--- config.mk ---
export PLATFORM = sky130hd
export DESIGN_NAME = mmc_outq
export DESIGN_NICKNAME = d
export VERILOG_FILES = /design/src/sv/mmc_pkg.sv /design/src/sv/mmc_outq.sv
export SDC_FILE = /design/constraint.sdc
export NUM_CORES = 1
export LEC_CHECK = 0
export ABC_AREA = 1
export BUFFER_PORTS_ARGS = -buffer_cell sky130_fd_sc_hd__buf_2
export CAP_MARGIN = 20
export CORE_ASPECT_RATIO = 0.6
export CORE_UTILIZATION = 36
export CTS_BUF_LIST = sky130_fd_sc_hd__clkbuf_8 sky130_fd_sc_hd__clkbuf_16
export CTS_CLUSTER_DIAMETER = 30
export DETAILED_ROUTE_END_ITERATION = 8
export SKIP_LAST_GASP = 1
export SLEW_MARGIN = 10
export SYNTH_ARGS = -nofsm -noshare
export SYNTH_HDL_FRONTEND = slang
export SYNTH_SLANG_ARGS = --single-unit
--- constraint.sdc ---
create_clock -name clk -period 16.1 [get_ports clk]
set_clock_uncertainty 0.1 [all_clocks]
set_input_delay 0 -clock clk [delete_from_list [all_inputs] [get_ports clk]]
set_output_delay 0 -clock clk [all_outputs]
set_load 0.005 [all_outputs]
--- src/sv/mmc_pkg.sv ---
// shared types, constants and arithmetic helpers for the model matrix composer
`default_nettype none
package mmc_pkg;

  localparam int COORD_FRAC_BITS = 16;
  localparam int ANGLE_BITS      = 16;
  localparam int ANG_FRAC        = ANGLE_BITS - 3;

  localparam logic signed [35:0] Q30_ONE     = 36'sd1073741824;
  localparam logic signed [35:0] Q30_PI      = 36'sd3373259426;
  localparam logic signed [35:0] Q30_HALF_PI = 36'sd1686629713;
  localparam logic signed [31:0] ONE_COORD   = 32'sd1 <<< COORD_FRAC_BITS;

  // one queued update command between front and back
  typedef struct packed {
    logic signed [31:0] pos_x;
    logic signed [31:0] pos_y;
    logic signed [31:0] pos_z;
    logic signed [15:0] rot_x;
    logic signed [15:0] rot_y;
    logic signed [15:0] rot_z;
    logic signed [31:0] scale_x;
    logic signed [31:0] scale_y;
    logic signed [31:0] scale_z;
    logic               set_pos;
    logic               set_rot;
    logic               set_scale;
  } cmd_t;

  // one result column
  typedef struct packed {
    logic               which_matrix;
    logic [1:0]         column;
    logic signed [31:0] elem_0;
    logic signed [31:0] elem_1;
    logic signed [31:0] elem_2;
    logic signed [31:0] elem_3;
    logic               last;
  } col_t;

  // add half, arithmetic shift (floor) of a Q60 product to Q30
  function automatic logic signed [35:0] rnd30(input logic signed [71:0] p);
    logic signed [71:0] v;
    v = p + 72'sd536870912;
    return 36'(v >>> 30);
  endfunction

  function automatic logic signed [31:0] sat32(input logic signed [35:0] v);
    if (v > 36'sd2147483647) return 32'sh7fffffff;
    if (v < -36'sd2147483648) return 32'sh80000000;
    return 32'(v);
  endfunction

endpackage
`default_nettype wire

--- src/sv/mmc_outq.sv ---
// result queue: two-entry fifo that parts the sequencer from the consumer
`default_nettype none
module mmc_outq (
  input  wire logic          clk,
  input  wire logic          rst,
  input  wire logic          i_valid,
  output logic               i_take,
  input  wire mmc_pkg::col_t i_col,
  output logic               empty,
  input  wire logic          pop,
  output mmc_pkg::col_t      o_col
);
  import mmc_pkg::*;

  col_t       mem [2];
  logic       wp, rp;
  logic [1:0] count;
  logic       do_pop;

  assign i_take = i_valid && (count != 2'd2);
  assign empty  = (count == 2'd0);
  assign o_col  = mem[rp];
  assign do_pop = pop && !empty;

  always_ff @(posedge clk) begin
    if (i_take) mem[wp] <= i_col;
  end

  always_ff @(posedge clk) begin
    if (rst) begin
      wp <= 1'b0; rp <= 1'b0; count <= 2'd0;
    end else begin
      if (i_take) wp <= ~wp;
      if (do_pop) rp <= ~rp;
      count <= count + 2'(i_take) - 2'(do_pop);
    end
  end
endmodule
`default_nettype wire

Yosys cells after proc, flatten, opt, wreduce, memory -nomap -nowiden
Memory sizes are Yosys's and may differ from the RTL's. A register that Yosys moved wholly into a read port is not among the register bits.
Index checks and enable logic that the tools add are counted.
W data, S select, Z words.
{ "word_totals": {"word_cells": 17, "n_memories": 1, "mem_bits_rw": 264, "reg_bits": 4} }
{ "mem_list": {"columns": ["memory", "depth", "word_bits", "rd", "rd_clocked_by_memory_dff", "wr", "line", "source"], "rows": [
  ["mem", 2, 132, 1, 1, 1, "mmc_outq.sv:15", "col_t mem [2];"]
]} }
{ "classes": {"muxes": 4, "n_bitwise": 2, "eq_ne": 1, "n_addsub": 2, "reduce_logical": 4} }
{ "op_table": {"columns": ["op", "count"], "rows": [
  ["$mux W1", 4],
  ["$add A2 B1 Y2", 1],
  ["$logic_and A1 B1 Y1", 2],
  ["$logic_not A2 Y1", 1],
  ["$ne A2 B2 Y1 const B", 1],
  ["$not A1 Y1", 2],
  ["$sub A2 B1 Y2", 1],
  ["$logic_not A1 Y1", 1]
]} }

Depth between registers and ports, before layout
Gate-level depths: netlist of run 1.
{ "depth": {"word_depth": 5, "depth_mapped": 10, "ltp_nobuf": 10} }

Worst setup path after synthesis of run 1
Ideal clock, no wire load.
{ "synth_timing": {"path_type": "flip-flop to flip-flop", "startpoint": "register count[0]", "endpoint": "memory mem[0][0] in the netlist's numbering (enable)", "path_stages_with_launch": 5, "required_time_ns": 15.375, "t_arrival_ns": 6.015, "period_less_slack_ns": 6.740, "setup_slack_ns": 9.360, "setup_ns": 0.625, "path_buffers": 0, "path_cell_list": "dfxtp_1 inv_1 nand2_1 nand2_1 nor2_1"} }
{ "synth_via": {"elab_chain_cells": 4} }
{ "synth_lines": {"columns": ["element", "line", "source"], "rows": [
  ["start, declared", "mmc_outq.sv:17", "logic [1:0] count;"],
  ["start signal, assigned", "mmc_outq.sv:35", "count <= count + 2'(i_take) - 2'(do_pop);"],
  ["$ne A2 B2 Y1", "mmc_outq.sv:20", "assign i_take = i_valid && (count != 2'd2);"],
  ["$logic_and A1 B1 Y1", "mmc_outq.sv:20", null],
  ["$mux W1", "mmc_outq.sv:26", "if (i_take) mem[wp] <= i_col;"],
  ["$mux W1 (implied by the code)", "mmc_outq.sv:26", null],
  ["end, declared", "mmc_outq.sv:15", null]
]} }
Every way passes these cells.

Final worst setup path of run 1
{ "layout_timing": {"startpoint": "register count[0]", "endpoint": "memory mem[1][29] in the netlist's numbering (enable)"} }
Same word-level chain as after synthesis.

==> impl_metrics.json, run 1 <==
{
  "status": "completed",
  "tns_ns": 0,
  "clk_pin_slew_worst_paths_ns": 0.05,
  "placed_area_mm2": 0.0118,
  "gp_congestion": 0.735,
  "path_class": "reg2reg",
  "cp-end-kind": "flip-flop",
  "synth_cell_types": 13,
  "setup_slack_ns": 13.33,
  "layout_common_cells": "buf_2 (269), edfxtp_1 (264), dlygate4sd3_1 (136)",
  "clock.fmax_ghz": 0.360,
  "first_pass_iters": 4,
  "cts_tree": "built",
  "grt_max_degree": 69,
  "required_ns": 16.14,
  "synth_compound_area_share_pct": 0.0990,
  "netlist_area_mm2": 0.0101,
  "slew_violations": 0,
  "antenna_cells": 0,
  "synth_fa_ha_area_share_pct": 0.248,
  "io_buffers": 269,
  "cp_max_fo": 68,
  "pre_cts_ws_ns": 13.29,
  "ys_seq_area_share_pct": 79.4,
  "cts_root_buf": "clkbuf_16",
  "layout.cells.non_filler": 1292,
  "dp_hpwl_mm": 12.8,
  "finalSetupViolCount": 0,
  "drt_wl_total_mm": 20.7,
  "ios": 270,
  "numCtsBuffers": 43,
  "syn-num-nets": 588,
  "die_y_um": 132,
  "cts.sinks": 269,
  "dp_cells": 1076,
  "finish.utilization_pct": 52.9,
  "fin_nets": 1028,
  "finalPower_mw": 2.28,
  "synth_seq_cells": 269,
  "final_common_cell": "buf_2",
  "die_area_mm2": 0.0288,
  "vdd_drop_max_mv": 0.0941,
  "fp.coreArea_mm2": 0.0276,
  "clock_latency_ns": 0.52,
  "cts.repair.resized": 0,
  "arrival_ns": 2.81,
  "synth_warnings": 0,
  "avgSynthCellArea_um2": 22.5,
  "period_share_pct": 17.2,
  "grt_first_pass_wirelength_mm": 32.0,
  "finalCriticalPeriod_ns": 2.77,
  "htreeDepth": 2,
  "post-route-drc-count": 0,
  "grt_pass1_vias": 6014,
  "die_x_um": 218,
  "synth-xor-area-share_pct": 0,
  "initial_core_util_pct": 36.6,
  "worst_slew_pin_slew_ns": 0.986,
  "area_growth_pct": 44.3,
  "whs_ns": 0.0962,
  "synthSimpleGateAreaFrac_pct": 0.780,
  "hold_path.class": "in2reg",
  "start_kind": "flip-flop",
  "vias_per_cell": 4.38,
  "grt_usage_pct": 14.3,
  "ant_nets": 0,
  "rsz0062_at_grt": "no",
  "synthesis.instances": 450,
  "power_leakage_nw": 5.72,
  "grt-ovfl-total": 0,
  "cap_violations": 0,
  "cellPowerDensity_mw_per_mm2": 156,
  "clockBufferDepth": 3,
  "cts_setup_buffers": 0,
  "rows": 47,
  "vias": 5653,
  "synth_top_family_by_area": "multiplexers",
  "drt_iter0_drc": 228,
  "final_cell_area_mm2": 0.0146,
  "synth.area.mux_share_pct": 17.7,
  "antenna_found_initial": 0,
  "hold_viol_final": 0,
  "slew_headroom_pct": 34.3,
  "final_layout_size_suffix_gt1_share_pct": 51.6,
  "wire_per_inst_um": 16.0
}
## state kept, by name, indices dropped and copies added (netlist names), named ones only
register,count
count,2
mem,264
rp,1
wp,1
## final cells by class
| type | instances | area [µm²] |
|---|---|---|
| clock buffer | 43 | 1080 |
| inverter | 10 | 40.0 |
| fill | 2229 | 13000 |
| clock inverter | 37 | 327 |
| tap | 367 | 459 |
| multi-input combinational | 156 | 1910 |
| sequential | 269 | 8030 |
| timing repair buffer | 410 | 2750 |
## logic make-up (layout without fill, tap and decap cells)
group / count (synthesis) / count (layout)
adders and majority gates: 2 / 2
and+or+nand+nor: 20 / 20
buffers and inverters: 25 / 500
DFF: 269 / 269
AOI/OAI and AO/OA: 2 / 2
muxes: 132 / 132
## synth_stat cells
cell type | number | share of area [%]
nor2_1 | 9 | 0.33
nand2_1 | 8 | 0.30
buf_6 | 9 | 1.0
ha_1 | 2 | 0.25
dfxtp_1 | 5 | 0.99
nand3_1 | 3 | 0.15
mux2_2 | 52 | 5.8
inv_1 | 10 | 0.37
a21oi_1 | 2 | 0.099
edfxtp_1 | 264 | 78
buf_2 | 5 | 0.25
mux2_4 | 80 | 12
buf_8 | 1 | 0.15
## routing by layer
| layer | track usage (%) | part of all wire [%] | up-vias |
|---|---|---|---|
| li1 | - | - | 2667 |
| met1 | 18.8 | 45 | 2745 |
| met2 | 21.4 | 44 | 203 |
| met3 | 6.21 | 9.1 | 38 |
| met4 | 4.35 | 1.7 | 0 |
| met5 | 0 | 0 | - |
## worst max-delay path, stage by stage (launching register included)
cell	delay [ns]
dfxtp_1	0.32
inv_1	0.07
nand2_1	0.10
nand3_1	0.14
inv_4	0.69
buf_4	0.86
## final timing paths
kind	start	endpoint	slack, ns	depth (start not counted)
max	count[0]	mem[1][29]	13.33	5
min	i_col[90]	mem[0][90]	0.1	2
max reg2reg	count[0]	mem[1][29]	13.33	5
min reg2reg	rp	rp	0.42	2
## repair_timing
item,in CTS,in global routing
hold endpoints to repair,287,0
endpoints found under the setup margin,0,0
hold buffers,136,0
## power breakdown
group | internal [mW] | total (mW) | switching [mW]
Sequential | 0.899 | 0.929 | 0.0302
Clock | 0.556 | 0.877 | 0.320
Combinational | 0.252 | 0.474 | 0.222
Total | 1.71 | 2.28 | 0.572
No activity file was read; power rests on OpenSTA's default activity.
==> run 2, diff against run 1 <==
- ABC_AREA: 1 -> 0
- clock period: 16.1 -> 2.4 ns (I/O delays scaled with it)
==> run 2 against run 1 <==
  * First-iteration DRC count increased by 30%
  * Wire length shrank 0.49%
  * Clock power rose to 7.2 times the previous value
  * Critical endpoint is now o_col[131]
  * Largest cell class unchanged
  * Global-route usage about the same
  * Worst hold slack gained 0.00055 ns
  * Setup slack got worse by 13 ns
  * Design area up 1.9%
  * Via count is 0.18% higher
  * Sequential share of layout area shrank 1.0 points
  * Die area shrank 0.16%
  * Count of clock-buffer cells in the layout is 2 lower
  * Core utilization increased by 0.99 points
==> impl_metrics.json, run 2 <==
{
  "status": "completed",
  "vdd_drop_max_mv": 0.731,
  "required_ns": 2.30,
  "cts_tree": "built",
  "grt-ovfl-total": 0,
  "synth_warnings": 0,
  "synth_top_cell_area_share_pct": 78.6,
  "vias": 5663,
  "rsz0062_at_grt": "no",
  "cp_max_fo": 91,
  "cts.repair.resized": 0,
  "period_share_pct": 87.5,
  "min_path_cells": 2,
  "start_kind": "flip-flop",
  "reg2reg_to": "count[0]",
  "slew_headroom_pct": 52.7,
  "die_x_um": 218,
  "dp_hpwl_mm": 13.1,
  "cts_root_buf": "clkbuf_16",
  "ios": 270,
  "antenna_cells": 0,
  "drt_iter0_drc": 297,
  "cts.sinks": 269,
  "io_buffers": 269,
  "grt_usage_pct": 14.3,
  "fin_nets": 1021,
  "grt_first_pass_wirelength_mm": 32.0,
  "first_pass_iters": 4,
  "clk_pin_slew_worst_paths_ns": 0.06,
  "drt_wl_total_mm": 20.6,
  "hold_viol_final": 0,
  "arrival_ns": 2.00,
  "fp.coreArea_mm2": 0.0276,
  "synth_flop_cell": "edfxtp_1",
  "cap_violations": 0,
  "htreeDepth": 2,
  "die_area_mm2": 0.0287,
  "top_regs": "mem x264, count x2",
  "syn-num-nets": 574,
  "slew_violations": 0,
  "synth_top_area_cell": "edfxtp_1",
  "ys_seq_area_share_pct": 79.6,
  "min_from": "i_col[25]",
  "rrSetupSlack_ns": 0.36,
  "numCtsBuffers": 41,
  "min_to": "mem[0][25]",
  "wire_per_inst_um": 16.1,
  "worst_slew_pin_slew_ns": 0.710,
  "synth_cell_types": 17,
  "grt_pass1_vias": 6074,
  "layout_common_cells": "buf_2 (269), edfxtp_1 (264), dlygate4sd3_1 (136)",
  "ant_nets": 0,
  "hold_path.class": "in2reg",
  "path_class": "reg2out",
  "rows": 47,
  "power_leakage_nw": 5.82,
  "finalCriticalPeriod_ns": 2.10,
  "cellPowerDensity_mw_per_mm2": 1080,
  "finalSetupViolCount": 0,
  "synth_edf_count": 264,
  "netlist_area_mm2": 0.0101,
  "die_y_um": 132,
  "largest_register_ffs": 264,
  "synth_seq_cells": 269,
  "grt_max_degree": 92,
  "clock_latency_ns": 0.52,
  "synthTopCellsByArea": "edfxtp_1 (79%), mux2_4 (12%), mux2_2 (5.9%)",
  "tns_ns": 0,
  "vias_per_cell": 4.42,
  "top_register": "mem",
  "rr_worst_depth": 6,
  "area_growth_pct": 47.3,
  "initial_core_util_pct": 36.6,
  "yosysMostFrequentCell": "edfxtp_1",
  "fill_cells": 2156,
  "synthesis.instances": 436,
  "gp_congestion": 0.730,
  "final_common_cell": "buf_2",
  "avgSynthCellArea_um2": 23.1,
  "finalPower_mw": 16.1,
  "clockBufferDepth": 3,
  "rr_startpoint": "count[1]",
  "clock.fmax_ghz": 0.476,
  "synth_common_cells": "edfxtp_1 (264), mux2_4 (80), mux2_2 (53)",
  "final_layout_size_suffix_gt1_share_pct": 53.9,
  "antenna_found_initial": 0,
  "post-route-drc-count": 0,
  "synthArstFlopShare_pct": 0,
  "cp-end-kind": "output pin"
}
-- run 2: changes by cell type after synthesis, sizes merged, moves of 2 or more --
| cell | before | now |
|---|---|---|
| a21oi | 2 | 0 |
| and2 | 0 | 2 |
| inv | 10 | 2 |
| nand2 | 8 | 0 |
| nand3 | 3 | 0 |
| nor2 | 9 | 5 |
| nor2b | 0 | 3 |
-- run 2: metal layers --
| layer | GRT usage [%] | vias to the layer above | share of wire (%) |
|---|---|---|---|
| met4 | 4.66 | 0 | 1.9 |
| met3 | 4.95 | 42 | 7.6 |
| li1 | - | 2653 | - |
| met5 | 0 | - | 0 |
| met1 | 17.8 | 2761 | 44 |
| met2 | 23.3 | 207 | 47 |
-- run 2: cell type report --
class,instances,area (µm²),share of cell area [%]
flip-flops and latches,269,8030,54.1
repair buffers,419,2930,19.7
multi-input cells,150,1930,13.0
clock buffers,41,1030,6.90
clock inverters,34,477,3.21
well taps,367,459,3.09
inverters,2,7.51,0.0505
-- run 2: how the worst max path moves through the flow --
stage	end	slack [ns]	cells after the start
after floorplan	mem[0][0]	-0.72	3
after global placement	mem[1][101]	0.60	4
after global routing	o_col[131]	0.23	3
final	o_col[131]	0.30	3
after CTS	o_col[30]	0.28	3
after detailed placement	mem[1][13]	0.57	4
-- run 2: timing repair --
item,CTS,global route
setup buffers,0,0
endpoints found under the hold margin,276,0
hold buffers,136,0
-- run 2: stage by stage --
| step | util (%) | instance area, µm² | std cells | hold slack (ns) | worst slack, ns |
|---|---|---|---|---|---|
| after floorplan | - | 10100 | 436 | -0.0358 | -0.718 |
| after global placement | 43.5 | 12000 | 1071 | 0.0897 | 0.600 |
| after detailed placement | 43.5 | 12000 | 1071 | 0.0907 | 0.573 |
| after CTS | 53.9 | 14900 | 1282 | 0.0681 | 0.280 |
| after global routing | 53.9 | 14900 | 1282 | 0.0839 | 0.233 |
| final | 53.9 | 14900 | 1282 | 0.0967 | 0.300 |
-- run 2: cell families after synthesis --
family	after synthesis	synth area share, %
DFF	269	79.6
muxes	133	17.8
buffers and inverters	17	1.48
and+or+nand+nor	11	0.546
AOI/OAI and AO/OA	2	0.186
xor gates and xnor gates	2	0.174
adders and majority gates	2	0.248
-- run 2: power breakdown --
group	internal, mW	switching (mW)
clock	4.17	2.18
sequential	5.97	0.174
combinational	1.98	1.60
-- run 2: critical path: stages, from the launching register on --
cell and delay, ns:
dfxtp_4 0.37, buf_12 0.41, mux2_2 0.41, buf_2 0.13
