$ cat config.mk
export PLATFORM = sky130hd
export DESIGN_NAME = mmc_front
export DESIGN_NICKNAME = d
export VERILOG_FILES = /design/src/sv/mmc_pkg.sv /design/src/sv/mmc_front.sv
export SDC_FILE = /design/constraint.sdc
export NUM_CORES = 1
export LEC_CHECK = 0
export ABC_AREA = 1
export BUFFER_PORTS_ARGS = -buffer_cell sky130_fd_sc_hd__buf_2
export CAP_MARGIN = 20
export CORE_AREA = 2 2 190 192
export DETAILED_ROUTE_END_ITERATION = 16
export DIE_AREA = 0 0 192 194
export PLACE_DENSITY = 0.84
export RECOVER_POWER = 50
export SLEW_MARGIN = 20
export SYNTH_ARGS = -nofsm -noshare
export SYNTH_HDL_FRONTEND = slang
export SYNTH_SLANG_ARGS = --single-unit
$ cat constraint.sdc
create_clock -name clk -period 18.66 [get_ports clk]
set_clock_uncertainty 0.2 [all_clocks]
set_input_delay 2.799 -clock clk [delete_from_list [all_inputs] [get_ports clk]]
set_output_delay 2.799 -clock clk [all_outputs]
set_load 0.01 [all_outputs]
$ cat src/sv/mmc_pkg.sv
// shared types, constants and arithmetic helpers for the model matrix composer
`default_nettype none
package mmc_pkg;

  localparam int COORD_FRAC_BITS = 16;
  localparam int ANGLE_BITS      = 16;
  localparam int ANG_FRAC        = ANGLE_BITS - 3;

  localparam logic signed [35:0] Q30_ONE     = 36'sd1073741824;
  localparam logic signed [35:0] Q30_PI      = 36'sd3373259426;
  localparam logic signed [35:0] Q30_HALF_PI = 36'sd1686629713;
  localparam logic signed [31:0] ONE_COORD   = 32'sd1 <<< COORD_FRAC_BITS;

  // one queued update command between front and back
  typedef struct packed {
    logic signed [31:0] pos_x;
    logic signed [31:0] pos_y;
    logic signed [31:0] pos_z;
    logic signed [15:0] rot_x;
    logic signed [15:0] rot_y;
    logic signed [15:0] rot_z;
    logic signed [31:0] scale_x;
    logic signed [31:0] scale_y;
    logic signed [31:0] scale_z;
    logic               set_pos;
    logic               set_rot;
    logic               set_scale;
  } cmd_t;

  // one result column
  typedef struct packed {
    logic               which_matrix;
    logic [1:0]         column;
    logic signed [31:0] elem_0;
    logic signed [31:0] elem_1;
    logic signed [31:0] elem_2;
    logic signed [31:0] elem_3;
    logic               last;
  } col_t;

  // add half, arithmetic shift (floor) of a Q60 product to Q30
  function automatic logic signed [35:0] rnd30(input logic signed [71:0] p);
    logic signed [71:0] v;
    v = p + 72'sd536870912;
    return 36'(v >>> 30);
  endfunction

  function automatic logic signed [31:0] sat32(input logic signed [35:0] v);
    if (v > 36'sd2147483647) return 32'sh7fffffff;
    if (v < -36'sd2147483648) return 32'sh80000000;
    return 32'(v);
  endfunction

endpackage
`default_nettype wire

$ cat src/sv/mmc_front.sv
// front part: accepts update items, sign-extends angles, feeds a two-entry queue
`default_nettype none
module mmc_front (
  input  wire logic         clk,
  input  wire logic         rst,
  input  wire logic         push,
  output logic              full,
  input  wire mmc_pkg::cmd_t in_cmd,
  output logic              q_valid,
  input  wire logic         q_take,
  output mmc_pkg::cmd_t     q_cmd
);
  import mmc_pkg::*;

  cmd_t       mem [2];
  logic       wp, rp;
  logic [1:0] count;
  cmd_t       norm;
  logic       do_push, do_pop;

  function automatic logic signed [15:0] sx_ang(input logic signed [15:0] a);
    return 16'($signed(a[ANGLE_BITS-1:0]));
  endfunction

  always_comb begin
    norm = in_cmd;
    norm.rot_x = sx_ang(in_cmd.rot_x);
    norm.rot_y = sx_ang(in_cmd.rot_y);
    norm.rot_z = sx_ang(in_cmd.rot_z);
  end

  assign full    = (count == 2'd2);
  assign q_valid = (count != 2'd0);
  assign q_cmd   = mem[rp];
  assign do_push = push && !full;
  assign do_pop  = q_take && q_valid;

  always_ff @(posedge clk) begin
    if (do_push) mem[wp] <= norm;
  end

  always_ff @(posedge clk) begin
    if (rst) begin
      wp <= 1'b0;
      rp <= 1'b0;
      count <= 2'd0;
    end else begin
      if (do_push) wp <= ~wp;
      if (do_pop) rp <= ~rp;
      count <= count + 2'(do_push) - 2'(do_pop);
    end
  end
endmodule
`default_nettype wire

[After elaboration in Yosys (flattened, before gate mapping)]
Memory sizes are Yosys's and may differ from the RTL's. A register that Yosys moved wholly into a read port is not among the register bits.
Cells that the tools add are included.
Word-level totals
  register bits: 4
  word-level logic and storage cells: 17
  RAM bits: 486
  output and inout bits: 245
  bits of input ports: 247
  memories kept: 1
Cells by class
  equality and inequality tests: 1
  reduce and logical (&&, ||, !) cells: 4
  muxes and demuxes: 4
  bitwise gates (word level): 2
  $add $sub $neg: 2
Memory list
  mem: words 2, width 243, rd ports 1, clocked after memory_dff 1, wr ports 1, RTL line mmc_front.sv:15  | cmd_t mem [2];
Operator list (count)
  1-bit 2-to-1 mux: 4
  2-bit by 1-bit adder with 2-bit output: 1
  2-bit equality test, second input constant: 1
  1-bit logical AND: 2
  1-bit NOT: 2
  2-bit nonzero test: 1
  2-bit by 1-bit subtractor with 2-bit output: 1
  1-bit zero test: 1

[Logic depth before layout (Yosys ltp)]
Gate-level depths: netlist of run 1.
  word-level depth: 5
  mapped depth: 11
  mapped depth without buffers: 11

[Worst setup path before layout of run 1]
No wires, ideal clock.
  path kind: in2reg
  from: input push
  to: memory mem[0][0] in the netlist's numbering, enable pin
  data required time: 17.610 ns
  setup time: 0.850 ns
  setup slack: 4.675 ns
  path buffers: 0
  arrival time: 12.935 ns
  cell stages on the path: 2
  cell sequence: nand2_1 > nor2_1
Between the ends
  longest elaborated chain between the ends: 3
RTL lines
  from (decl): RTL line mmc_front.sv:6  | input wire logic push,
  1-bit logical AND: RTL line mmc_front.sv:35  | assign do_push = push && !full;
  1-bit 2-to-1 mux: RTL line mmc_front.sv:39  | if (do_push) mem[wp] <= norm;
  1-bit 2-to-1 mux (not written as such): RTL line mmc_front.sv:39
  to (decl): RTL line mmc_front.sv:15
Every way passes these cells.

[Worst setup path in the final report of run 1]
  from: input push
  to: memory mem[1][188] in the netlist's numbering, enable pin
The elaborated chain is that of the path after synthesis.

==> results of run 1 <==
-- final cells by class --
type | instances | area (sq um)
Sequential cell | 491 | 14700
Clock buffer | 65 | 1310
Tap cell | 461 | 577
Fill cell | 2392 | 12500
Timing Repair Buffer | 499 | 2350
Antenna cell | 5 | 12.5
Clock inverter | 23 | 262
Multi-Input combinational cell | 267 | 3490
Inverter | 9 | 35.0
-- sequential cells by signal, summed over array words and instances, names as in the netlist, named ones only --
signal,cells
rp,1
count,2
wp,1
mem,486
-- cells by family (layout without fill, tap and decap cells) --
group	count (synthesis)	in the layout	synth area share [%]
adder cells (fa/ha/maj)	2	2	0.135
multiplexers	243	243	18.3
other	0	5	0
AO/OA/AOI/OAI	2	2	0.0542
flip-flops	491	491	79.5
buffers and inverters	36	596	1.59
AND/OR/NAND/NOR	20	20	0.427
-- critical path, cell delays in order --
cell        delay (ns)
clkbuf_1          0.11
nand3_1           0.13
clkinvlp_2        3.54
buf_4             1.73
-- metal layers --
metal / track usage (%) / up-vias / wire length, microns
met5: 0 / - / 61
met4: 9.81 / 10 / 1710
met3: 6.70 / 122 / 3430
met2: 34.2 / 421 / 19100
met1: 21.3 / 4474 / 13000
li1: - / 4206 / -
-- stage by stage --
step | hold slack (ns) | std cells | worst slack (ns)
CTS | 0.329 | 1815 | 11.49
floorplan | 0.267 | 794 | 4.67
global placement | 0.284 | 1727 | 12.20
finish | 0.321 | 1820 | 10.22
global route | 0.361 | 1819 | 9.46
detailed placement | 0.315 | 1727 | 12.09
-- worst paths after layout --
| check | start | end | slack (ns) | cells after the start |
|---|---|---|---|---|
| worst max-delay path | push | mem[1][188]$_DFFE_PP_ | 10.22 | 4 |
| worst min-delay path | rp$_SDFFE_PP0P_ | register | 0.32 | 2 |
| worst max register to register | count[1]$_SDFF_PP0_ | mem[1][188]$_DFFE_PP_ | 12.03 | 4 |
| worst min register to register | rp$_SDFFE_PP0P_ | register | 0.32 | 2 |
-- Yosys cell counts --
library cell,instances,area [sq um]
buf_2,7,35.0
inv_1,9,33.8
mux2_4,170,2550
nand2_1,8,30.0
buf_6,20,225
ha_1,2,25.0
mux2_2,73,822
edfxtp_1,486,14600
nor2_1,9,33.8
nand3_1,3,15.0
dfxtp_1,5,100
a21oi_1,2,10.0
-- where the power goes --
group / leakage [uW] / internal, uW / switching, uW
sequential: 0.00458 / 1400 / 57.7
clock: 0.000754 / 572 / 382
combinational: 0.00320 / 356 / 373
total: 0.00854 / 2330 / 813
==> metrics.md, run 1 <==
| Metric | Value |
|---|---|
| Core area | `about 35000 sq um` |
| Synthesized area | `18500 sq um` |
| Power Density | `between 100 and 150 nW/um^2` |
| Syn Area/Cell | `around 23 sq um` |
| Layout Utilization | `approximately 65%` |
| Fin crit period | `approximately 8.4 ns` |
| DP Area | `21300 sq um` |
| Measured slew at the worst slew-check pin | `4.81 ns` |
| Tot GR Track Use | `between 10% and 20%` |
| Clock Latency Late Sink | `approximately 0.56 ns` |
| Via-to-Cell Ratio | `5.07` |
| Worst Hold Class | `register to register` |
| Per-cell routed wire length | `between 20 and 25 microns` |
| Part of the cycle the worst path needs | `between 40% and 50%` |
| Critical path arrival | `8.43 ns` |
| DR DRC count | `0` |
| Synth Net Count | `about 1000` |
| Die width | `roughly 190 microns` |
| Initial Utilization | `52.5%` |
| Top achievable clock speed | `between 0.1 and 0.15 GHz` |
| Initial antenna violation count | `10` |
| Fin. max-slew vios | `approximately 140` |
| Total gr overflow | `0` |
| Root buf cell | `clkbuf_16` |
| Final-report setup violation count | `0` |
| # clock sinks | `a little under 500` |
| Post-Synthesis Cells | `between 700 and 800` |
| Part of the Yosys area used for sequential elements | `79.5%` |
| First-pass GRT wire length | `54800 microns` |
| Share of cells above drive strength 1 | `about half` |
| Tot Pwr | `between 3000 and 4000 uW` |
| Ys Warns | `0` |
| Maximum number of pins on one net before global-route repair | `106` |
| ANT nets after route | `0` |
| Vias in the first global route | `a little under 10000` |
| Routability cong. | `around 0.8` |
| Leakage power | `~0.0085 uW` |
| Clk pin slew, worst setup/hold paths | `around 0.06 ns` |
| Outcome | `finished, violations left` |
| Most frequent cells in the layout | `edfxtp_1 (486), buf_2 (360), mux2_4 (170), clkbuf_1 (143), mux2_2 (73)` |
| Final hold vios | `0` |
| Clock buffer depth | `3` |
| Vias | `around 9200` |
| CP Data Required Time | `between 15 and 20 ns` |
| Post-DP HPWL | `approximately 26000 microns` |
| First drt pass iteration count | `5` |
| Drt initial violations | `roughly 520` |
| Number of port buffers | `491` |
| Worst-path fanout max | `105` |
| Routed WL | `roughly 37000 microns` |
| Synth unique cells | `12` |
| Inserted Clock Buffers | `48` |
| Syn-to-layout area delta | `23.0%` |
| Hold buffers post-CTS | `0` |
| Aggregate negative setup slack | `0 ns` |
| Resized Gates After CTS | `0` |
| DIE AREA | `37200 sq um` |
| Unrepaired setup endpoints after global routing | `no` |
| Setup crit end kind | `register` |
| # IOs | `a little under 500` |
| Max cap viols | `2` |
| Design Area, Final | `approximately 23000 sq um` |
| Failing checks | `max-capacitance violations, max-slew violations` |
| Nets | `1565` |
| Die Span Y | `approximately 190 microns` |
| TritonCTS clock tree | `built` |
| Crit path kind | `primary input to register` |
| Commonest non-fill, non-tap cell in the layout | `edfxtp_1` |
| Row count | `69` |
| H-tree depth | `2` |
| Yosys reg bits | `slightly below 500` |
| Maximum vdd drop | `about 0.00013 V` |
| Critical Path Start Type | `primary input` |
| Post-CTS setup buffer count | `0` |
| Relative slew slack | `-222%` |
(Power assumes the default switching activity.)
==> run 2: changes to the inputs <==
==> constraint.sdc (replaced) <==
create_clock -name clk -period 8.05 [get_ports clk]
set_clock_uncertainty 0.2 [all_clocks]
set_input_delay 1.2075 -clock clk [delete_from_list [all_inputs] [get_ports clk]]
set_output_delay 1.2075 -clock clk [all_outputs]
set_load 0.01 [all_outputs]
==> run 2 against run 1 <==
Compared with the run above: the flow still finishes with violations (max-capacitance violations, max-slew violations); via count up 1.7%; sequential power up 130%; core utilization up 0.082 points; combinational power up 140%; sequential cell count unchanged; critical endpoint is now q_cmd[169]; largest power group unchanged; highest routed layer unchanged.
==> metrics.md, run 2 (synthesized netlist as in run 1, its figures left out) <==
| Metric | Value |
|---|---|
| Part of the cycle the worst path needs | `between 50% and 60%` |
| Measured slew at the worst slew-check pin | `1.73 ns (was 4.81 ns)` |
| Worst-path fanout max | `59 (was 105)` |
| Tot GR Track Use | `20.6% (was 19.7%)` |
| Nets | `1566 (was 1565)` |
| Final hold vios | `0 (unchanged)` |
| Critical path arrival | `2.93 ns (was 8.43 ns)` |
| Fin crit period | `4.33 ns` |
| Critical Path Start Type | `register (was primary input)` |
| Initial Utilization | `52.5% (unchanged)` |
| Hold path start | `rp$_SDFFE_PP0P_ (unchanged)` |
| Largest regs | `mem: 486 flops, count: 2 flops (unchanged)` |
| Worst r2r dst | `mem[0][10]$_DFFE_PP_ (was mem[1][188]$_DFFE_PP_)` |
| Leakage power | `0.00856 uW (was 0.00854 uW)` |
| Core area | `35200 sq um (unchanged)` |
| Total gr overflow | `0 (unchanged)` |
| Syn-to-layout area delta | `23.2% (was 23.0%)` |
| Maximum number of pins on one net before global-route repair | `114 (was 106)` |
| Initial antenna violation count | `13 (was 10)` |
| Setup crit end kind | `primary output (was register)` |
| Root buf cell | `clkbuf_16 (unchanged)` |
| Clock Latency Late Sink | `0.56 ns (about the same)` |
| TritonCTS clock tree | `built (unchanged)` |
| Most frequent cells in the layout | `edfxtp_1 (486), buf_2 (362), mux2_4 (170), clkbuf_1 (136), mux2_2 (73) (was edfxtp_1 (486), buf_2 (360), mux2_4 (170), clkbuf_1 (143), mux2_2 (73))` |
| Inserted Clock Buffers | `49 (was 48)` |
| Crit-path max cell delay | `0.91 ns (was 3.54 ns)` |
| Clock buffer depth | `3 (unchanged)` |
| Place WS | `4.32 ns (was 12.09 ns)` |
| Storage cell area | `14700 sq um (unchanged)` |
| Failing checks | `max-capacitance violations, max-slew violations (unchanged)` |
| Row count | `69 (unchanged)` |
| Drt initial violations | `563 (was 519)` |
| Routability cong. | `0.844 (was 0.801)` |
| Hold Crit Depth | `2 (unchanged)` |
| Outcome | `finished, violations left (unchanged)` |
| Resized Gates After CTS | `0 (unchanged)` |
| Critical path, cell by cell | `buf_4 > mux2_4 > buf_2 (was clkbuf_1 > nand3_1 > clkinvlp_2 > buf_4)` |
| # clock sinks | `491 (unchanged)` |
| First drt pass iteration count | `5 (unchanged)` |
| Fill cell count | `2430 (was 2392)` |
| FF-to-FF Start | `count[0]$_SDFF_PP0_ (was count[1]$_SDFF_PP0_)` |
| Unrepaired setup endpoints after global routing | `no (unchanged)` |
| Hold buffers post-CTS | `0 (unchanged)` |
| Die Span Y | `194 microns (unchanged)` |
| Final-report setup violation count | `0 (unchanged)` |
| Crit path kind | `register to primary output (was primary input to register)` |
| Vias | `9389 (was 9233)` |
| ANT nets after route | `0 (unchanged)` |
| Relative slew slack | `-15.8% (was -222%)` |
| WHS Endpoint | `rp$_SDFFE_PP0P_` |
| Share of cells above drive strength 1 | `50.6% (was 50.1%)` |
| # IOs | `492 (unchanged)` |
| Maximum vdd drop | `0.000248 V (was 0.000127 V)` |
| Post-CTS setup buffer count | `0 (unchanged)` |
| Max reg flops | `486 (unchanged)` |
| First-pass GRT wire length | `57100 microns (was 54800 microns)` |
| Commonest non-fill, non-tap cell in the layout | `edfxtp_1 (unchanged)` |
| CP Data Required Time | `6.64 ns (was 18.64 ns)` |
| Top achievable clock speed | `between 0.2 and 0.25 GHz` |
| Number of port buffers | `491 (unchanged)` |
| Max cap viols | `1 (was 2)` |
| Vias in the first global route | `10100 (was 9766)` |
| Slowest cell on the critical path | `dfxtp_4 (was clkinvlp_2)` |
| Worst Hold Class | `register to register (unchanged)` |
| Multi-input logic area | `3490 sq um (unchanged)` |
| DR DRC count | `0 (unchanged)` |
| Final worst setup slack | `3.72 ns (was 10.22 ns)` |
| Fin. max-slew vios | `17 (was 143)` |
| Clk pin slew, worst setup/hold paths | `0.06 ns (about the same)` |
| Power Density | `319 nW/um^2 (was 138 nW/um^2)` |
| R2R Setup Slk | `4.41 ns (was 12.03 ns)` |
| Via-to-Cell Ratio | `5.14 (was 5.07)` |
| Die width | `192 microns (unchanged)` |
| R2R cell count | `5 (was 4)` |
| Largest Register | `mem (unchanged)` |
| Aggregate negative setup slack | `0 ns (unchanged)` |
| Per-cell routed wire length | `21.6 microns (was 20.5 microns)` |
| Routed WL | `39400 microns (was 37400 microns)` |
| Post-DP HPWL | `26700 microns (was 25800 microns)` |
| H-tree depth | `2 (unchanged)` |
| DIE AREA | `37200 sq um (unchanged)` |
run 2: cell count changes in the layout (fill, tap and decap cells not counted), sizes merged:
cell	before	now
bufinv	6	3
diode	5	10
clkinvlp	4	3
clkbuf	194	187
inv	8	11
clkinv	14	23
run 2: worst max-delay path by stage:
stage	endpoint	startpoint	slack (ns)	cells after the start
finish	q_cmd[169]	register	3.72	3
global route	q_cmd[132]	register	3.57	3
CTS	q_cmd[169]	register	3.69	3
detailed placement	q_cmd[132]	register	4.32	3
global placement	q_cmd[18]	register	4.34	3
floorplan	mem[1][0]$_DFFE_PP_	push	1.26	2
run 2: area by class of cell:
cell class	count	area share, %
antenna	10	0.110
clock buffer	58	5.72
clock inverter	31	1.03
inverter	9	0.181
multi-input combinational	267	15.3
sequential	491	64.6
tap	461	2.53
timing repair buffer	499	10.5
run 2: power by group:
group          switching [uW]  internal [uW]
sequential                131           3240
clock                     912           1250
combinational             891            831
total                    1930           5320
run 2: through the flow:
step | power (uW) | instance area (sq um) | utilization (%) | hold slack (ns) | instances
finish | 7250 | 22800 | 64.6 | 0.321 | 1826
global route | 7540 | 22800 | 64.6 | 0.363 | 1826
CTS | 7340 | 22900 | 65.1 | 0.331 | 1816
detailed placement | 5160 | 21400 | 60.7 | 0.317 | 1727
global placement | 5100 | 21400 | 60.6 | 0.285 | 1726
floorplan | 4580 | 18500 | - | 0.267 | 794
run 2: worst max-delay path, delay by kind of cell (launching register included):
kind,cells,cell delay [ns]
DFF,1,0.91
buffers and inverters,2,0.95
muxes,1,0.36
run 2: routing by layer:
layer	global-route usage [%]	wire, microns	up-vias
li1	-	-	4213
met1	22.1	13900	4636
met2	36.1	20400	420
met3	6.03	3160	114
met4	11.4	1890	6
met5	0	46	-
==> run 3: changes to the inputs <==
--- a/config.mk
+++ b/config.mk
@@ -5,13 +5,12 @@
 export SDC_FILE = /design/constraint.sdc
 export NUM_CORES = 1
 export LEC_CHECK = 0
-export ABC_AREA = 1
+export ABC_AREA = 0
 export BUFFER_PORTS_ARGS = -buffer_cell sky130_fd_sc_hd__buf_2
 export CAP_MARGIN = 20
-export CORE_AREA = 2 2 190 192
+export CORE_UTILIZATION = 47
 export DETAILED_ROUTE_END_ITERATION = 16
-export DIE_AREA = 0 0 192 194
-export PLACE_DENSITY = 0.84
+export PLACE_DENSITY = 0.79
 export RECOVER_POWER = 50
 export SLEW_MARGIN = 20
 export SYNTH_ARGS = -nofsm -noshare
==> constraint.sdc (replaced) <==
create_clock -name clk -period 3.9 [get_ports clk]
set_clock_uncertainty 0.2 [all_clocks]
set_input_delay 0.585 -clock clk [delete_from_list [all_inputs] [get_ports clk]]
set_output_delay 0.585 -clock clk [all_outputs]
set_load 0.01 [all_outputs]
==> run 3 against run 2 <==
Compared with the run above: the run still ends with max-capacitance violations, max-slew violations left; via count increased by 11%; final cell count increased by 16%; first-iteration DRC count decreased by 13%; area after synthesis about the same; sequential cell count unchanged; core utilization increased by 0.86 points; sequential share of layout area decreased by 6.5 points; critical path depth unchanged; die area increased by 7.6%; largest power group unchanged; highest routed layer unchanged.
==> metrics.md, run 3 <==
| Metric | Value |
|---|---|
| Combinational power share | `25.1% (was 23.7%)` |
| Post-synth ARST share | `0% (unchanged)` |
| Inserted Clock Buffers | `49 (unchanged)` |
| Seq pwr share | `44.0% (was 46.5%)` |
| Number of port buffers | `491 (unchanged)` |
| Core area | `38600 sq um (was 35200 sq um)` |
| Post-Synthesis Cells | `782 (was 794)` |
| Net Switching | `4070 uW (was 1930 uW)` |
| Crit-path max cell delay | `0.75 ns (was 0.91 ns)` |
| Root buf cell | `clkbuf_16 (unchanged)` |
| TritonCTS clock tree | `built (unchanged)` |
| Global routing's busiest layer | `met2 (unchanged)` |
| DIE AREA | `40100 sq um (was 37200 sq um)` |
| Part of the cycle the worst path needs | `about four fifths` |
| Synthesized area | `18500 sq um (about the same)` |
| Critical path, cell by cell | `buf_12 > mux2_2 > buf_2 (was buf_4 > mux2_4 > buf_2)` |
| Met2 Usage GRT | `38.3% (was 36.1%)` |
| Design Area, Final | `25300 sq um (was 22800 sq um)` |
| Largest regs | `mem: 486 flops, count: 2 flops (unchanged)` |
| Yosys top cell by area | `edfxtp_1 (unchanged)` |
| Fin. max-slew vios | `29 (was 17)` |
| Fill cell count | `2572 (was 2430)` |
| Power Density | `608 nW/um^2 (was 319 nW/um^2)` |
| CP Data Required Time | `3.12 ns (was 6.64 ns)` |
| Clock buffer depth | `3 (unchanged)` |
| Post-synth EDFFs | `486 (unchanged)` |
| Final-report setup violation count | `0 (unchanged)` |
| Slowest cell on the critical path | `dfxtp_4 (unchanged)` |
| Initial Utilization | `47.8% (was 52.5%)` |
| Routed WL | `43700 microns (was 39400 microns)` |
| Die width | `200 microns (was 192 microns)` |
| Tot GR Track Use | `21.4% (was 20.6%)` |
| Outcome | `finished, violations left (unchanged)` |
| Clock Latency Late Sink | `0.57 ns (was 0.56 ns)` |
| Max cap viols | `1 (unchanged)` |
| Leakage power | `0.00946 uW (was 0.00856 uW)` |
| Final hold vios | `0 (unchanged)` |
| Resized Gates After CTS | `0 (unchanged)` |
| Failing checks | `max-capacitance violations, max-slew violations (unchanged)` |
| # IOs | `492 (unchanged)` |
| Syn-to-layout area delta | `37.1% (was 23.2%)` |
| Storage cell area | `14700 sq um (unchanged)` |
| Top-area cell type share of the netlist area | `79.1% (was 79.0%)` |
| Per-cell routed wire length | `20.7 microns (was 21.6 microns)` |
| Hold slack | `0.0602 ns (was 0.321 ns)` |
| Drt initial violations | `491 (was 563)` |
| Synth Net Count | `1031 (was 1043)` |
| Setup crit end kind | `primary output (unchanged)` |
| Clk pin slew, worst setup/hold paths | `0.06 ns (about the same)` |
| Met3 usage | `5.04% (was 6.03%)` |
| Ys Warns | `0 (unchanged)` |
| Largest Register | `mem (unchanged)` |
| Tot Pwr | `15400 uW (was 7250 uW)` |
| Critical path arrival | `2.33 ns (was 2.93 ns)` |
| Part of the Yosys area used for sequential elements | `79.6% (was 79.5%)` |
| H-tree depth | `2 (unchanged)` |
| Post-CTS setup buffer count | `0 (unchanged)` |
| Vias in the first global route | `11300 (was 10100)` |
| R2R Setup Slk | `0.81 ns (was 4.41 ns)` |
| # clock sinks | `491 (unchanged)` |
| Vias | `10400 (was 9389)` |
| Post-DP HPWL | `26400 microns (was 26700 microns)` |
| Hold buffers post-CTS | `233 (was 0)` |
| DP Area | `21600 sq um (was 21400 sq um)` |
| ANT nets after route | `0 (unchanged)` |
| Total gr overflow | `0 (unchanged)` |
| Fin crit period | `3.11 ns` |
| Via-to-Cell Ratio | `4.93 (was 5.14)` |
| First-pass GRT wire length | `65100 microns (was 57100 microns)` |
| First drt pass iteration count | `4 (was 5)` |
| Nets | `1801 (was 1566)` |
| Measured slew at the worst slew-check pin | `1.59 ns (was 1.73 ns)` |
| Sw Share | `26.4% (was 26.7%)` |
| Share of cells above drive strength 1 | `40.3% (was 50.6%)` |
| Crit path kind | `register to primary output (unchanged)` |
| Dominant synthesized flop cell | `edfxtp_1 (unchanged)` |
| Clock Power Share | `30.9% (was 29.8%)` |
| DR DRC count | `0 (unchanged)` |
| Yosys reg bits | `491 (unchanged)` |
| Critical Path Start Type | `register (unchanged)` |
| Die Span Y | `200 microns (was 194 microns)` |
| Multi-input logic area | `3490 sq um (about the same)` |
| Maximum number of pins on one net before global-route repair | `107 (was 114)` |
| Worst Hold Class | `primary input to register (was register to register)` |
| Synth area leaders | `edfxtp_1 (79%), mux2_4 (14%), mux2_2 (4.5%) (was edfxtp_1 (79%), mux2_4 (14%), mux2_2 (4.4%))` |
| Initial antenna violation count | `3 (was 13)` |
| Syn Area/Cell | `23.6 sq um (was 23.3 sq um)` |
| Unrepaired setup endpoints after global routing | `no (unchanged)` |
| Maximum vdd drop | `0.000478 V (was 0.000248 V)` |
| Relative slew slack | `-6.28% (was -15.8%)` |
| Top achievable clock speed | `roughly 0.32 GHz` |
| Pint | `11300 uW (was 5320 uW)` |
| Routability cong. | `0.804 (was 0.844)` |
| Worst-path fanout max | `53 (was 59)` |
| Synth unique cells | `20 (was 12)` |
| Met1 global-route usage | `24.5% (was 22.1%)` |
| Post-synth top cells | `edfxtp_1 (486), mux2_4 (170), mux2_2 (73) (unchanged)` |
| Count leader, synth | `edfxtp_1 (unchanged)` |
| Most frequent cells in the layout | `edfxtp_1 (486), buf_2 (306), dlygate4sd3_1 (233), clkbuf_1 (199), mux2_4 (170) (was edfxtp_1 (486), buf_2 (362), mux2_4 (170), clkbuf_1 (136), mux2_2 (73))` |
| Commonest non-fill, non-tap cell in the layout | `edfxtp_1 (unchanged)` |
| Row count | `72 (was 69)` |
| Max reg flops | `486 (unchanged)` |
run 3: cell count changes after synthesis, moves of 2 or more:
| cell | delta |
|---|---|
| xnor2_1 | +2 |
| inv_1 | -5 |
| nand3_1 | -3 |
| nand2_1 | -7 |
| nor2_1 | -6 |
run 3: cells by family after synthesis:
family / Yosys count / share of synthesized area (%)
flops: 491 / 79.6
mux: 243 / 18.3
buf+inv: 31 / 1.49
simple gates: 9 / 0.251
compound gates: 3 / 0.0949
xor+xnor: 3 / 0.142
fa+ha+maj: 2 / 0.136
run 3: power by group through the flow:
stage / clock network (uW) / registers [uW] / logic, uW
after floorplan: 0 / 6850 / 2450
after global placement: 0 / 6830 / 3620
after detailed placement: 0 / 6870 / 3660
after CTS: 4820 / 6760 / 3880
after global routing: 5040 / 6820 / 4060
final: 4750 / 6780 / 3870
run 3: cell type report:
class / count / area share (%)
flip-flops and latches: 491 / 58.1
multi-input cells: 260 / 13.8
clock buffers: 63 / 5.22
well taps: 518 / 2.56
diodes: 2 / 0.0198
clock inverters: 27 / 1.21
inverters: 4 / 0.0939
repair buffers: 746 / 19.0
run 3: stage by stage:
| stage | setup TNS, ns | utilization (%) | setup slack (ns) | cells |
|---|---|---|---|---|
| final | 0 | 65.5 | 0.788 | 2111 |
| after global routing | 0 | 65.5 | 0.613 | 2111 |
| after CTS | 0 | 66.2 | 0.715 | 2109 |
| after detailed placement | 0 | 55.9 | 1.34 | 1786 |
| after global placement | 0 | 55.9 | 1.38 | 1786 |
| after floorplan | -322.81 | - | -1.04 | 782 |
run 3: final timing paths:
kind	depth (start not counted)	to	from
min	2	count[1]$_SDFF_PP0_	rst
max	3	q_cmd[71]	register
max reg2reg	3	mem[1][67]$_DFFE_PP_	count[0]$_SDFF_PP0_
min reg2reg	2	wp$_SDFFE_PP0N_	wp$_SDFFE_PP0N_
run 3: critical path: cells and delay by family (launching register included):
| family | cells | cell delay, ns |
|---|---|---|
| mux | 1 | 0.39 |
| buf+inv | 2 | 0.56 |
| flops | 1 | 0.75 |
run 3: per-layer routing:
metal | vias to the layer above | part of all wire (%)
met5 | - | 0.039
li1 | 4660 | -
met1 | 5167 | 37
met2 | 467 | 53
met3 | 106 | 6.6
met4 | 2 | 3.6
